<file path="src/rtl/cvt_pkg.sv">
// Package for the compacting vector table.
// Holds field widths, parameter defaults, codes, FSM states and the
// command and status structs shared by the controller and the datapath.
package cvt_pkg;

  localparam int ACTION_W      = 2;
  localparam int POSITION_W    = 6;
  localparam int VALUE_W       = 32;
  localparam int READ_WORD_W   = 32;
  localparam int STATUS_W      = 2;
  localparam int COUNT_OUT_W   = 7;

  localparam int DEPTH_DEF     = 64;
  localparam int WORD_BITS_DEF = 32;
  localparam int INIT_CAP_DEF  = 4;

  typedef enum logic [ACTION_W-1:0] {
    ACT_APPEND = 2'd0,
    ACT_READ   = 2'd1,
    ACT_WRITE  = 2'd2,
    ACT_REMOVE = 2'd3
  } action_t;

  typedef enum logic [STATUS_W-1:0] {
    ST_OK    = 2'd0,
    ST_INDEX = 2'd1,
    ST_FULL  = 2'd2
  } status_t;

  typedef enum logic [1:0] {
    S_IDLE   = 2'd0,
    S_EXEC   = 2'd1,
    S_SHIFT  = 2'd2,
    S_RESULT = 2'd3
  } state_t;

  typedef struct packed {
    logic    in_ready;
    logic    load_in;
    logic    exec;
    status_t status;
    logic    do_append;
    logic    do_read;
    logic    do_write;
    logic    start_remove;
    logic    do_shift;
    logic    finish_remove;
    logic    load_out;
  } cvt_cmd_t;

  typedef struct packed {
    logic    in_valid;
    action_t action;
    logic    pos_bad;
    logic    table_full;
    logic    shift_more;
    logic    out_free;
  } cvt_stat_t;

endpackage

</file>
<file path="src/rtl/cvt_if.sv">
// Channel interfaces for the compacting vector table: request and result.
// Each carries valid, ready and the payload; widths come from cvt_pkg.
interface cvt_in_if;
  logic                            valid;
  logic                            ready;
  logic [cvt_pkg::ACTION_W-1:0]    action;
  logic [cvt_pkg::POSITION_W-1:0]  position;
  logic [cvt_pkg::VALUE_W-1:0]     value;

  modport source (output valid, action, position, value, input ready);
  modport sink (input valid, action, position, value, output ready);
endinterface

interface cvt_out_if;
  logic                             valid;
  logic                             ready;
  logic [cvt_pkg::READ_WORD_W-1:0]  read_word;
  logic [cvt_pkg::STATUS_W-1:0]     status;
  logic [cvt_pkg::COUNT_OUT_W-1:0]  entry_count;
  logic [cvt_pkg::COUNT_OUT_W-1:0]  capacity_now;

  modport source (output valid, read_word, status, entry_count, capacity_now,
                  input ready);
  modport sink (input valid, read_word, status, entry_count, capacity_now,
                output ready);
endinterface

</file>
<file path="src/rtl/cvt_ctrl.sv">
// Controller state machine of the compacting vector table.
// Reads datapath status and issues commands; uses cvt_pkg types.
module cvt_ctrl (
  input  logic               clk,
  input  logic               rst_n,
  input  cvt_pkg::cvt_stat_t stat,
  output cvt_pkg::cvt_cmd_t  cmd
);

  cvt_pkg::state_t state_r;
  cvt_pkg::state_t state_nxt;

  always_ff @(posedge clk) begin
    if (!rst_n) begin
      state_r <= cvt_pkg::S_IDLE;
    end else begin
      state_r <= state_nxt;
    end
  end

  always_comb begin
    state_nxt = state_r;
    case (state_r)
      cvt_pkg::S_IDLE: begin
        if (stat.in_valid) begin
          state_nxt = cvt_pkg::S_EXEC;
        end
      end
      cvt_pkg::S_EXEC: begin
        if (stat.action == cvt_pkg::ACT_REMOVE && !stat.pos_bad) begin
          state_nxt = cvt_pkg::S_SHIFT;
        end else begin
          state_nxt = cvt_pkg::S_RESULT;
        end
      end
      cvt_pkg::S_SHIFT: begin
        if (!stat.shift_more) begin
          state_nxt = cvt_pkg::S_RESULT;
        end
      end
      cvt_pkg::S_RESULT: begin
        if (stat.out_free) begin
          state_nxt = cvt_pkg::S_IDLE;
        end
      end
      default: state_nxt = cvt_pkg::S_IDLE;
    endcase
  end

  always_comb begin
    cmd        = '0;
    cmd.status = cvt_pkg::ST_OK;
    case (state_r)
      cvt_pkg::S_IDLE: begin
        cmd.in_ready = 1'b1;
        cmd.load_in  = stat.in_valid;
      end
      cvt_pkg::S_EXEC: begin
        cmd.exec = 1'b1;
        case (stat.action)
          cvt_pkg::ACT_APPEND: begin
            if (stat.table_full) begin
              cmd.status = cvt_pkg::ST_FULL;
            end else begin
              cmd.do_append = 1'b1;
            end
          end
          cvt_pkg::ACT_READ: begin
            if (stat.pos_bad) begin
              cmd.status = cvt_pkg::ST_INDEX;
            end else begin
              cmd.do_read = 1'b1;
            end
          end
          cvt_pkg::ACT_WRITE: begin
            if (stat.pos_bad) begin
              cmd.status = cvt_pkg::ST_INDEX;
            end else begin
              cmd.do_write = 1'b1;
            end
          end
          cvt_pkg::ACT_REMOVE: begin
            if (stat.pos_bad) begin
              cmd.status = cvt_pkg::ST_INDEX;
            end else begin
              cmd.start_remove = 1'b1;
            end
          end
          default: cmd.status = cvt_pkg::ST_OK;
        endcase
      end
      cvt_pkg::S_SHIFT: begin
        cmd.do_shift      = stat.shift_more;
        cmd.finish_remove = !stat.shift_more;
      end
      cvt_pkg::S_RESULT: begin
        cmd.load_out = stat.out_free;
      end
      default: cmd = '0;
    endcase
  end

endmodule

</file>
<file path="src/rtl/cvt_datapath.sv">
// Datapath of the compacting vector table: entry memory, count, capacity,
// shift index and result register. Driven by cvt_ctrl; uses cvt_pkg.
module cvt_datapath #(
  parameter int DEPTH            = cvt_pkg::DEPTH_DEF,
  parameter int WORD_BITS        = cvt_pkg::WORD_BITS_DEF,
  parameter int INITIAL_CAPACITY = cvt_pkg::INIT_CAP_DEF
) (
  input  logic               clk,
  input  logic               rst_n,
  cvt_in_if.sink             in_chan,
  cvt_out_if.source          out_chan,
  input  cvt_pkg::cvt_cmd_t  cmd,
  output cvt_pkg::cvt_stat_t stat
);

  localparam int CAP_MAX = (DEPTH > INITIAL_CAPACITY) ? DEPTH : INITIAL_CAPACITY;
  localparam int CW      = $clog2(CAP_MAX + 1);
  localparam int XW      = CW + 1;
  localparam int AW      = $clog2(DEPTH);
  localparam int PCW     = (CW > cvt_pkg::POSITION_W) ? CW : cvt_pkg::POSITION_W;

  logic [WORD_BITS-1:0]             mem_r [DEPTH];
  logic [WORD_BITS-1:0]             rd_data_r;
  cvt_pkg::action_t                 act_r;
  logic [cvt_pkg::POSITION_W-1:0]   pos_r;
  logic [cvt_pkg::VALUE_W-1:0]      val_r;
  cvt_pkg::status_t                 status_r;
  logic [CW-1:0]                    count_r;
  logic [CW-1:0]                    count_nxt;
  logic [CW-1:0]                    cap_r;
  logic [CW-1:0]                    cap_nxt;
  logic [AW-1:0]                    idx_r;
  logic [AW-1:0]                    idx_nxt;
  logic                             out_valid_r;
  logic                             out_valid_nxt;
  logic [cvt_pkg::READ_WORD_W-1:0]  out_word_r;
  logic [cvt_pkg::STATUS_W-1:0]     out_status_r;
  logic [cvt_pkg::COUNT_OUT_W-1:0]  out_count_r;
  logic [cvt_pkg::COUNT_OUT_W-1:0]  out_cap_r;

  logic                             wr_en;
  logic [AW-1:0]                    wr_addr;
  logic [WORD_BITS-1:0]             wr_data;
  logic                             rd_en;
  logic [AW-1:0]                    rd_addr;
  logic [XW-1:0]                    cap_dbl;
  logic [CW-1:0]                    cap_grown;
  logic [CW-1:0]                    count_dec;
  logic                             pos_bad;
  logic                             shift_more;

  assign pos_bad    = PCW'(pos_r) >= PCW'(count_r);
  assign shift_more = (XW'(idx_r) + XW'(1)) < XW'(count_r);

  always_comb begin
    stat            = '0;
    stat.in_valid   = in_chan.valid;
    stat.action     = act_r;
    stat.pos_bad    = pos_bad;
    stat.table_full = count_r == CW'(DEPTH);
    stat.shift_more = shift_more;
    stat.out_free   = !out_valid_r || out_chan.ready;
  end

  assign in_chan.ready = cmd.in_ready;

  always_ff @(posedge clk) begin
    if (cmd.load_in) begin
      act_r <= cvt_pkg::action_t'(in_chan.action);
      pos_r <= in_chan.position;
      val_r <= in_chan.value;
    end
    if (cmd.exec) begin
      status_r <= cmd.status;
    end
  end

  assign wr_en   = cmd.do_append || cmd.do_write || cmd.do_shift;
  assign wr_data = cmd.do_shift ? rd_data_r : WORD_BITS'(val_r);
  assign rd_en   = cmd.do_read || cmd.start_remove || cmd.do_shift;

  always_comb begin
    wr_addr = idx_r;
    if (cmd.do_append) begin
      wr_addr = AW'(count_r);
    end else if (cmd.do_write) begin
      wr_addr = AW'(pos_r);
    end
  end

  always_comb begin
    rd_addr = idx_r + AW'(2);
    if (cmd.do_read) begin
      rd_addr = AW'(pos_r);
    end else if (cmd.start_remove) begin
      rd_addr = AW'(pos_r) + AW'(1);
    end
  end

  always_ff @(posedge clk) begin
    if (wr_en) begin
      mem_r[wr_addr] <= wr_data;
    end
    if (rd_en) begin
      rd_data_r <= mem_r[rd_addr];
    end
  end

  assign cap_dbl   = {cap_r, 1'b0};
  assign cap_grown = (cap_dbl > XW'(DEPTH)) ? CW'(DEPTH) : cap_dbl[CW-1:0];
  assign count_dec = count_r - CW'(1);

  always_comb begin
    count_nxt = count_r;
    cap_nxt   = cap_r;
    idx_nxt   = idx_r;
    if (cmd.do_append) begin
      count_nxt = count_r + CW'(1);
      if (count_r >= cap_r) begin
        cap_nxt = cap_grown;
      end
    end
    if (cmd.start_remove) begin
      idx_nxt = AW'(pos_r);
    end
    if (cmd.do_shift) begin
      idx_nxt = idx_r + AW'(1);
    end
    if (cmd.finish_remove) begin
      count_nxt = count_dec;
      if (count_dec != '0 && count_dec == (cap_r >> 2)) begin
        cap_nxt = cap_r >> 1;
      end
    end
  end

  always_ff @(posedge clk) begin
    if (!rst_n) begin
      count_r <= '0;
      cap_r   <= CW'(INITIAL_CAPACITY);
      idx_r   <= '0;
    end else begin
      count_r <= count_nxt;
      cap_r   <= cap_nxt;
      idx_r   <= idx_nxt;
    end
  end

  always_comb begin
    out_valid_nxt = out_valid_r;
    if (cmd.load_out) begin
      out_valid_nxt = 1'b1;
    end else if (out_chan.ready) begin
      out_valid_nxt = 1'b0;
    end
  end

  always_ff @(posedge clk) begin
    if (!rst_n) begin
      out_valid_r <= 1'b0;
    end else begin
      out_valid_r <= out_valid_nxt;
    end
  end

  always_ff @(posedge clk) begin
    if (cmd.load_out) begin
      out_word_r   <= (act_r == cvt_pkg::ACT_READ && status_r == cvt_pkg::ST_OK)
                      ? cvt_pkg::READ_WORD_W'(rd_data_r) : '0;
      out_status_r <= status_r;
      out_count_r  <= cvt_pkg::COUNT_OUT_W'(count_r);
      out_cap_r    <= cvt_pkg::COUNT_OUT_W'(cap_r);
    end
  end

  assign out_chan.valid        = out_valid_r;
  assign out_chan.read_word    = out_word_r;
  assign out_chan.status       = out_status_r;
  assign out_chan.entry_count  = out_count_r;
  assign out_chan.capacity_now = out_cap_r;

  a_count_bound: assert property (@(posedge clk) disable iff (!rst_n)
    count_r <= CW'(DEPTH))
    else $error("entry count exceeds table depth");

  a_count_cap: assert property (@(posedge clk) disable iff (!rst_n)
    count_r <= cap_r)
    else $error("entry count exceeds capacity");

  a_shift_range: assert property (@(posedge clk) disable iff (!rst_n)
    cmd.do_shift |-> shift_more)
    else $error("shift step beyond the last entry");

  a_remove_dec: assert property (@(posedge clk) disable iff (!rst_n)
    cmd.finish_remove |=> count_r == $past(count_r) - CW'(1))
    else $error("remove did not lower the count by one");

endmodule

</file>
<file path="src/rtl/compacting_vector_table.sv">
// Compacting vector table: top level joining cvt_ctrl and cvt_datapath.
// Append, read and write pass from IDLE through EXEC to RESULT, which loads the result;
// the next request is taken only back in IDLE, so one request is handled at a time.
// A remove at a valid position adds the SHIFT state, moving one entry per cycle.
// A result that is not taken holds the following request in its result state.
// Reset (rst_n, synchronous) clears the count and sets capacity to the initial value.
module compacting_vector_table #(
  parameter int DEPTH            = cvt_pkg::DEPTH_DEF,
  parameter int WORD_BITS        = cvt_pkg::WORD_BITS_DEF,
  parameter int INITIAL_CAPACITY = cvt_pkg::INIT_CAP_DEF
) (
  input  logic      clk,
  input  logic      rst_n,
  cvt_in_if.sink    in_chan,
  cvt_out_if.source out_chan
);

  cvt_pkg::cvt_cmd_t  cmd;
  cvt_pkg::cvt_stat_t stat;

  cvt_ctrl u_ctrl (
    .clk   (clk),
    .rst_n (rst_n),
    .stat  (stat),
    .cmd   (cmd)
  );

  cvt_datapath #(
    .DEPTH            (DEPTH),
    .WORD_BITS        (WORD_BITS),
    .INITIAL_CAPACITY (INITIAL_CAPACITY)
  ) u_datapath (
    .clk      (clk),
    .rst_n    (rst_n),
    .in_chan  (in_chan),
    .out_chan (out_chan),
    .cmd      (cmd),
    .stat     (stat)
  );

endmodule

</file>
<file path="src/flat_wrapper.sv">
// flat-port wrapper written by rule: the top's interface ports become plain ports
module compacting_vector_table_flat 
#(
  parameter int DEPTH            = cvt_pkg::DEPTH_DEF,
  parameter int WORD_BITS        = cvt_pkg::WORD_BITS_DEF,
  parameter int INITIAL_CAPACITY = cvt_pkg::INIT_CAP_DEF
)
  (clk, rst_n, in_chan_valid, in_chan_action, in_chan_position, in_chan_value, in_chan_ready, out_chan_valid, out_chan_read_word, out_chan_status, out_chan_entry_count, out_chan_capacity_now, out_chan_ready);
  cvt_in_if in_chan_i ();
  cvt_out_if out_chan_i ();
  input  logic clk;
  input  logic rst_n;
  input wire logic [$bits(in_chan_i.valid)-1:0] in_chan_valid;
  input wire logic [$bits(in_chan_i.action)-1:0] in_chan_action;
  input wire logic [$bits(in_chan_i.position)-1:0] in_chan_position;
  input wire logic [$bits(in_chan_i.value)-1:0] in_chan_value;
  output wire logic [$bits(in_chan_i.ready)-1:0] in_chan_ready;
  output wire logic [$bits(out_chan_i.valid)-1:0] out_chan_valid;
  output wire logic [$bits(out_chan_i.read_word)-1:0] out_chan_read_word;
  output wire logic [$bits(out_chan_i.status)-1:0] out_chan_status;
  output wire logic [$bits(out_chan_i.entry_count)-1:0] out_chan_entry_count;
  output wire logic [$bits(out_chan_i.capacity_now)-1:0] out_chan_capacity_now;
  input wire logic [$bits(out_chan_i.ready)-1:0] out_chan_ready;
  assign in_chan_i.valid = in_chan_valid;
  assign in_chan_i.action = in_chan_action;
  assign in_chan_i.position = in_chan_position;
  assign in_chan_i.value = in_chan_value;
  assign in_chan_ready = in_chan_i.ready;
  assign out_chan_valid = out_chan_i.valid;
  assign out_chan_read_word = out_chan_i.read_word;
  assign out_chan_status = out_chan_i.status;
  assign out_chan_entry_count = out_chan_i.entry_count;
  assign out_chan_capacity_now = out_chan_i.capacity_now;
  assign out_chan_i.ready = out_chan_ready;
  compacting_vector_table #(.DEPTH(DEPTH), .WORD_BITS(WORD_BITS), .INITIAL_CAPACITY(INITIAL_CAPACITY)) u_core (.clk(clk), .rst_n(rst_n), .in_chan(in_chan_i), .out_chan(out_chan_i));
endmodule
</file>
<file path="config.mk">
export PLATFORM = sky130hd
export DESIGN_NAME = compacting_vector_table_flat
export DESIGN_NICKNAME = d
export VERILOG_FILES = /design/src/rtl/cvt_pkg.sv /design/src/rtl/cvt_if.sv /design/src/rtl/cvt_ctrl.sv /design/src/rtl/cvt_datapath.sv /design/src/rtl/compacting_vector_table.sv /design/src/flat_wrapper.sv
export SDC_FILE = /design/constraint.sdc
export NUM_CORES = 2
export LEC_CHECK = 0
export BUFFER_PORTS_ARGS = -buffer_cell sky130_fd_sc_hd__buf_2
export CAP_MARGIN = 20
export CORE_MARGIN = 4
export CORE_UTILIZATION = 50
export DETAILED_ROUTE_END_ITERATION = 8
export PLACE_DENSITY = 0.65
export RECOVER_POWER = 50
export SLEW_MARGIN = 20
export SYNTH_ARGS = -nofsm -noshare
export SYNTH_HDL_FRONTEND = slang
export SYNTH_SLANG_ARGS = --single-unit
</file>
<file path="constraint.sdc">
create_clock -name clk -period 12 [get_ports clk]
set_input_delay 2.4 -clock clk [delete_from_list [all_inputs] [get_ports clk]]
set_output_delay 2.4 -clock clk [all_outputs]
set_load 0.01 [all_outputs]
</file>
# Word level (Yosys, flattened, before mapping)
# Memory sizes are Yosys's and may differ from the RTL's. A register that Yosys moved wholly into a read port is not among the register bits.
# Index checks and enable logic that the tools add are counted.
[totals]
ff_bits = 113
latchBits = 0
mem_bits_rw = 2048
romBits = 0
inputBits = 44
out_inout_bits = 50
wordCells = 91
memories = 1
[mem_list]
columns = ["name", "words", "width", "read_ports", "rd_ports_with_merged_regs", "write_ports", "line", "source"]
rows = [
  ["u_core.u_datapath.mem_r", 64, 32, 1, 1, 1, "cvt_datapath.sv:22", "logic [WORD_BITS-1:0] mem_r [DEPTH];"],
]
[classes]
n_addsub = 6
mul = 0
div = 0
magnitude_cmp = 4
n_eq_ne = 11
n_shift = 0
n_mux = 36
bitwise_logic = 0
n_reduce_logical = 20
[op_table]
columns = ["op", "n"]
rows = [
  ["7-bit two-way mux", 8],
  ["6-bit two-way mux", 6],
  ["32-bit two-way mux", 1],
  ["1-bit two-way mux", 13],
  ["6-bit by 1-bit adder with 6-bit output (second input constant)", 2],
  ["2-bit two-way mux", 6],
  ["2-bit == test (second input constant)", 4],
  ["8-bit by 7-bit > comparator with 1-bit output (second input constant)", 1],
  ["2-bit one-hot mux with 4 select lines", 1],
  ["6-bit by 1-bit adder with 7-bit output (second input constant)", 1],
  ["7-bit by 1-bit adder with 7-bit output (second input constant)", 1],
  ["7-bit by 5-bit == test with 1-bit output", 1],
  ["7-bit == test (second input constant)", 1],
  ["6-bit by 7-bit >= comparator with 1-bit output", 1],
  ["7-bit >= comparator", 1],
  ["7-bit less-than comparator", 1],
  ["7-bit nonzero test", 1],
  ["7-bit by 1-bit subtractor with 7-bit output (second input constant)", 1],
  ["6-bit by 2-bit adder with 6-bit output (second input constant)", 1],
  ["2-bit zero test", 3],
  ["2-bit != test (second input constant)", 3],
  ["2-bit nonzero test", 3],
  ["1-bit logical OR", 5],
  ["2-bit by 1-bit == test with 1-bit output (second input constant)", 2],
  ["other kinds (5)", 9],
]

# Logic depth before layout (Yosys ltp)
[depth]
ltp_word = 8
mapped_depth = 17
ltp_nobuf = 11

# By module
# From an unflattened synthesis, not the netlist that was laid out.
[unflattened]
cells_unflattened = 5853
area_unflattened_um2 = 87161.1
[modules_own_cells]
columns = ["module", "instances", "cells_per_inst", "area_per_inst_um2", "seq_area_each_um2"]
rows = [
  ["cvt_datapath", 1, 5819, 86885.8, 65582.9],
  ["cvt_ctrl", 1, 34, 275.3, 40.0],
]

# Worst setup path before layout
# Ideal clock, no wire load.
[synth_timing]
kind = "flip-flop to flip-flop"
from = "register u_core.u_datapath.pos_r[0] (netlist name)"
to = "memory u_core.u_datapath.mem_r[29][0] (netlist name), enable pin"
setup_ns = 0.513
t_arrival_ns = 5.888
required_ns = 11.487
slack_ns = 5.599
path_stages_with_launch = 13
path_buffers = 2
period_less_slack_ns = 6.401
cell_sequence = "edfxtp_1 -> clkbuf_1 -> inv_1 -> ha_1 -> nand2b_1 -> a211oi_4 -> o2111a_1 -> buf_2 -> mux2i_1 -> nand2_1 -> a21boi_0 -> nand2_1 -> nor4b_1"
[synth_between]
elab_chain_cells = 8
elab_cells_between_ends = 10
classes_between = "order compare: 1; mux: 7; reduce/logical: 2"
[synth_rtl]
columns = ["item", "line", "source"]
rows = [
  ["from (decl)", "cvt_datapath.sv:25", "logic [cvt_pkg::POSITION_W-1:0] pos_r;"],
  ["from (signal assigned)", "cvt_datapath.sv:70", "pos_r <= in_chan.position;"],
  ["6-bit by 7-bit >= comparator with 1-bit output", "cvt_datapath.sv:52", "assign pos_bad = PCW'(pos_r) >= PCW'(count_r);"],
  ["1-bit two-way mux", "cvt_ctrl.sv:76", "if (stat.pos_bad) begin"],
  ["1-bit two-way mux", "cvt_ctrl.sv:60", "case (stat.action)"],
  ["7-bit two-way mux", "cvt_ctrl.sv:53", "case (state_r)"],
  ["1-bit logical OR (2 in series)", "cvt_datapath.sv:78", "assign wr_en = cmd.do_append || cmd.do_write || cmd.do_shift;"],
  ["1-bit two-way mux", "cvt_datapath.sv:101", "if (wr_en) begin"],
  ["1-bit two-way mux (not written as such)", "cvt_datapath.sv:102", "mem_r[wr_addr] <= wr_data;"],
  ["to (decl)", "cvt_datapath.sv:22", ""],
]
# Parallel ways exist; a longest one is shown, timed or not.

# Worst setup path in the final report
[layout_timing]
from = "register u_core.u_datapath.idx_r[0]"
to = "memory u_core.u_datapath.mem_r[56][17] (netlist name) (data pin)"
[layout_between]
elab_chain_cells = 4
[layout_rtl]
columns = ["item", "line", "source"]
rows = [
  ["from (decl)", "cvt_datapath.sv:32", "logic [AW-1:0] idx_r;"],
  ["from (signal assigned)", "cvt_datapath.sv:145", "idx_r <= idx_nxt;"],
  ["6-bit by 1-bit adder with 7-bit output", "cvt_datapath.sv:53", "assign shift_more = (XW'(idx_r) + XW'(1)) < XW'(count_r);"],
  ["7-bit less-than comparator", "cvt_datapath.sv:53", ""],
  ["2-bit two-way mux", "cvt_ctrl.sv:53", ""],
  ["32-bit two-way mux", "cvt_datapath.sv:79", "assign wr_data = cmd.do_shift ? rd_data_r : WORD_BITS'(val_r);"],
  ["via u_core.u_datapath.wr_data[17]", "cvt_datapath.sv:43", "logic [WORD_BITS-1:0] wr_data;"],
]
# The timed path passes the listed nets, and every way through them passes these cells.

==> flow_summary.yaml <==
setup_path:
  worst_ep_required_time_ns: 12.08
  worst_setup_start_kind: "flip-flop"
  crit_path_end_kind: "flip-flop"
  critical_path_peak_fanout: 64
  worst_r2r_path_depth: 11
  timing.critical_path.from: "u_core.u_datapath.idx_r[0]$_SDFFE_PN0P_"
  category_of_the_most_critical_setup_path: "reg2reg"
  worstPathArrival_ns: 8.24
  critical_path.reg2reg.startpoint: "u_core.u_datapath.idx_r[0]$_SDFFE_PN0P_"
  ff2ff_setup_slack_ns: 3.85
  worst_r2r_endpoint: "u_core.u_datapath.mem_r[56][17]$_DFFE_PP_"
layout:
  layout.filler_cells: 13200
  area_of_combinational_cells_with_multiple_inputs_sq_um: 19100
  nets: 6021
  layout.core_utilization_pct: 56.5
  area_delta_synth_final_pct: 12.2
  seqCellArea_sq_um: 65600
  layout_commonest_cell: "edfxtp_1"
  final_layout_size_suffix_gt1_share_pct: 11.1
  top_library_cells_by_usage_in_the_layout_fill_and_taps_aside: "edfxtp_1, nand2_1, nand3_1, clkbuf_16, o22ai_1"
yosys:
  synthesis.instances: 5808
  yosys_warnings: 0
  synth_nets: 5882
  synth_compound_gate_area_share_pct: 5.88
  asyncSetResetFlopFracSynth_pct: 0
  avgSynthCellArea_sq_um: 14.7
  synth-adder-area-share_pct: 0.439
  netlist.area_leader.share_pct: 76.2
  main_combinational_cell_family_by_area_after_synthesis: "simple AND/OR/NAND/NOR gates"
  syn_area_sq_um: 85500
  synthMuxAreaShare_pct: 3.07
  synth_flop_cell: "edfxtp_1"
  synth_top_area_cell: "edfxtp_1"
  synth_seq_area_share_pct: 76.7
  synth_simple_gate_area_share_pct: 11.6
  post_synth_xor_area_fraction_pct: 0.318
  yosys-top-cells-area: "edfxtp_1, nand2_1, nand3_1"
  yosysUniqueCellTypes: 70
  ys_ff_latch: 2193
  synth_enable_flop_cells: 2170
timing:
  post-route-period-util_pct: 67.9
  rsz0062_at_grt: "false"
  slew_violations: 2047
  transition_at_the_pin_with_the_smallest_max_transition_slack_ns: 3.79
  report.final.hold_viol_count: 0
  setup_slack_ns: 3.85
  final.hold.worst_slack_ns: 0.460
  max_slew_margin_pct: -152
  finalSetupViolations: 0
  post-route-min-period_ns: 8.15
  tns_ns: 0
  skew_ns: 0.0548
  timing.fmax_ghz: 0.123
worst_hold_path:
  hold_path.startpoint: "u_core.u_datapath.status_r[0]$_SDFFCE_PN0P_"
  hp-class: "reg2reg"
  whs_endpoint: "u_core.u_datapath.out_chan.status[0]$_DFFE_PP_"
  worst_hold_path.num_cells: 0
place:
  preCtsSetupSlack_ns: 6.09
  detailed_placement_wirelength_estimate_microns: 129000
  globalplace.congestion: 0.866
  place.port_buffers: 93
pwr:
  share_comb_of_total_power_pct: 33.7
  power_frac_seq_pct: 41.3
  internal-power_mw: 15.7
  vdd.ir_drop.worst_v: 0.000252
  total_leakage_power_nw: 31.8
  clockPowerShare_pct: 25.0
  p_per_area_nw_per_um2: 260
  netSwitchingPower_mw: 9.28
  p_sw_share_pct: 37.2
global_routing:
  antenna_found_initial: 14
  grt_start_max_net_pins: 151
  grt_pass1_vias: 49600
  grt_first_pass_wirelength_microns: 345000
  gr-usage-all-layers_pct: 26.4
  grt_overflow: 0
cts:
  clk-insertion-delay-late_ns: 0.87
  cts_hold_repair.buffers: 0
  htree_levels: 4
  cts_tree: "yes"
  total_cts_buffers: 213
  tritoncts_num_sinks: 2193
  post_cts_resize_count: 0
  clock_tree.buffer_depth: 3
  clock_slew_seen_by_the_registers_of_the_worst_setup_and_hold_paths_ns: 0.06
  cts_post_setup_buffers_inserted: 0
  cts.root.buffer_cell: "clkbuf_16"
run_status:
  run_status: "finished with violations"
  failed_checks: "capacitance limit, slew limit"
routing:
  drt_pre_antenna_iters: 6
  vias_per_cell: 6.24
  drt_iter0_markers: 7168
  wl_per_cell_microns: 28.8
  detailed_route_drc_error_count: 0
  postRouteAntennaNets: 0
  via_count: 52000
  wl_microns: 240000
floorplanning:
  die_width_microns: 422
  core_sq_um: 170000
  fp.dieArea_sq_um: 178000
  die_height_microns: 422
  row_count: 151
  initial_core_util_pct: 50.4
  ios: 94
job:
  cap_viol_max_count: 35
flip-flops by register name, indices dropped and copies added, names as in the netlist, 6 cells and up:
register,cells
u_core.u_datapath.val_r,32
u_core.u_datapath.count_r,7
u_core.u_datapath.out_chan.read_word,32
u_core.u_datapath.cap_r,7
u_core.u_datapath.idx_r,6
u_core.u_datapath.pos_r,6
u_core.u_datapath.rd_data_r,32
u_core.u_datapath.mem_r,2048
u_core.u_datapath.out_chan.entry_count,7
u_core.u_datapath.out_chan.capacity_now,7
metal layers:
metal	vias to the layer above	GRT usage (%)	share of wire [%]
met5	-	0	0
met4	0	11.3	4.7
met3	411	4.53	9.9
met2	2775	40.9	46
met1	26300	37.4	40
li1	22500	-	-
power groups by stage:
stage               registers, mW  clock network, mW  logic [mW]
finish                       10.3               6.24        8.41
global route                 10.3               6.64        8.93
CTS                          10.1               6.31        8.36
detailed placement           10.3                  0        8.34
global placement             10.3                  0        8.21
floorplan                    10.2                  0        5.00
worst max path at each step:
stage | to | slack (ns) | depth (start not counted)
after floorplan | u_core.u_datapath.mem_r[29][0]$_DFFE_PP_ | 5.60 | 12
after global placement | u_core.u_datapath.rd_data_r[25]$_DFFE_PP_ | 6.19 | 12
after detailed placement | u_core.u_datapath.rd_data_r[26]$_DFFE_PP_ | 6.09 | 12
after CTS | u_core.u_datapath.rd_data_r[26]$_DFFE_PP_ | 6.09 | 12
after global routing | u_core.u_datapath.mem_r[63][17]$_DFFE_PP_ | 3.50 | 11
final | u_core.u_datapath.mem_r[56][17]$_DFFE_PP_ | 3.85 | 11
final cells by class:
class / instances / share of cell area, %
repair buffers: 281 / 1.97
multi-input cells: 3236 / 19.9
clock buffers: 281 / 5.82
inverters: 22 / 0.0861
clock inverters: 99 / 0.895
diodes: 4 / 0.0104
well taps: 2218 / 2.89
flip-flops and latches: 2193 / 68.4
stage by stage:
| step | power, mW | cell area (sq um) | instances |
|---|---|---|---|
| floorplan | 15.2 | 85500 | 5808 |
| detailed placement | 18.6 | 89500 | 7944 |
| global route | 25.9 | 95900 | 8332 |
| CTS | 24.8 | 96000 | 8324 |
| global placement | 18.5 | 89400 | 7939 |
| finish | 25.0 | 95900 | 8334 |
synth_stat cells, drive strengths merged, types with 5 or more instances:
cell type,instances
edfxtp,2170
nand2,1330
nand3,405
clkbuf,229
o22ai,185
mux2i,175
a211oi,136
and3,136
buf,128
nor2,110
nor4,96
a31oi,95
mux2,68
o221ai,63
a32o,60
o21ai,54
nand4,42
a311oi,36
and2,36
and4,31
ha,30
nor3,30
dfxtp,23
inv,22
xnor2,22
a21oi,20
xor2,9
a21boi,7
a21o,7
a32oi,5
nor2b,5
o211ai,5
worst max-delay path: stages, from the launching register on:
cell and delay [ns]:
dfxtp_1 0.71, ha_1 0.35, nand3_1 0.21, xnor2_1 0.20, ha_1 0.29, o21ai_0 0.12
a21oi_1 0.34, a21o_2 0.19, clkbuf_1 1.94, nand2_1 0.19, nand2_2 0.15, clkbuf_1 2.65
logic make-up (layout without fill, tap and decap cells):
| logic type | after synthesis | count (layout) |
|---|---|---|
| simple gates | 2239 | 2239 |
| flops | 2193 | 2193 |
| compound gates | 692 | 692 |
| buf+inv | 379 | 683 |
| mux | 244 | 244 |
| xor+xnor | 31 | 31 |
| fa+ha+maj | 30 | 30 |
| other cells | 0 | 4 |
Note: power is estimated with default switching activity, not from simulation.
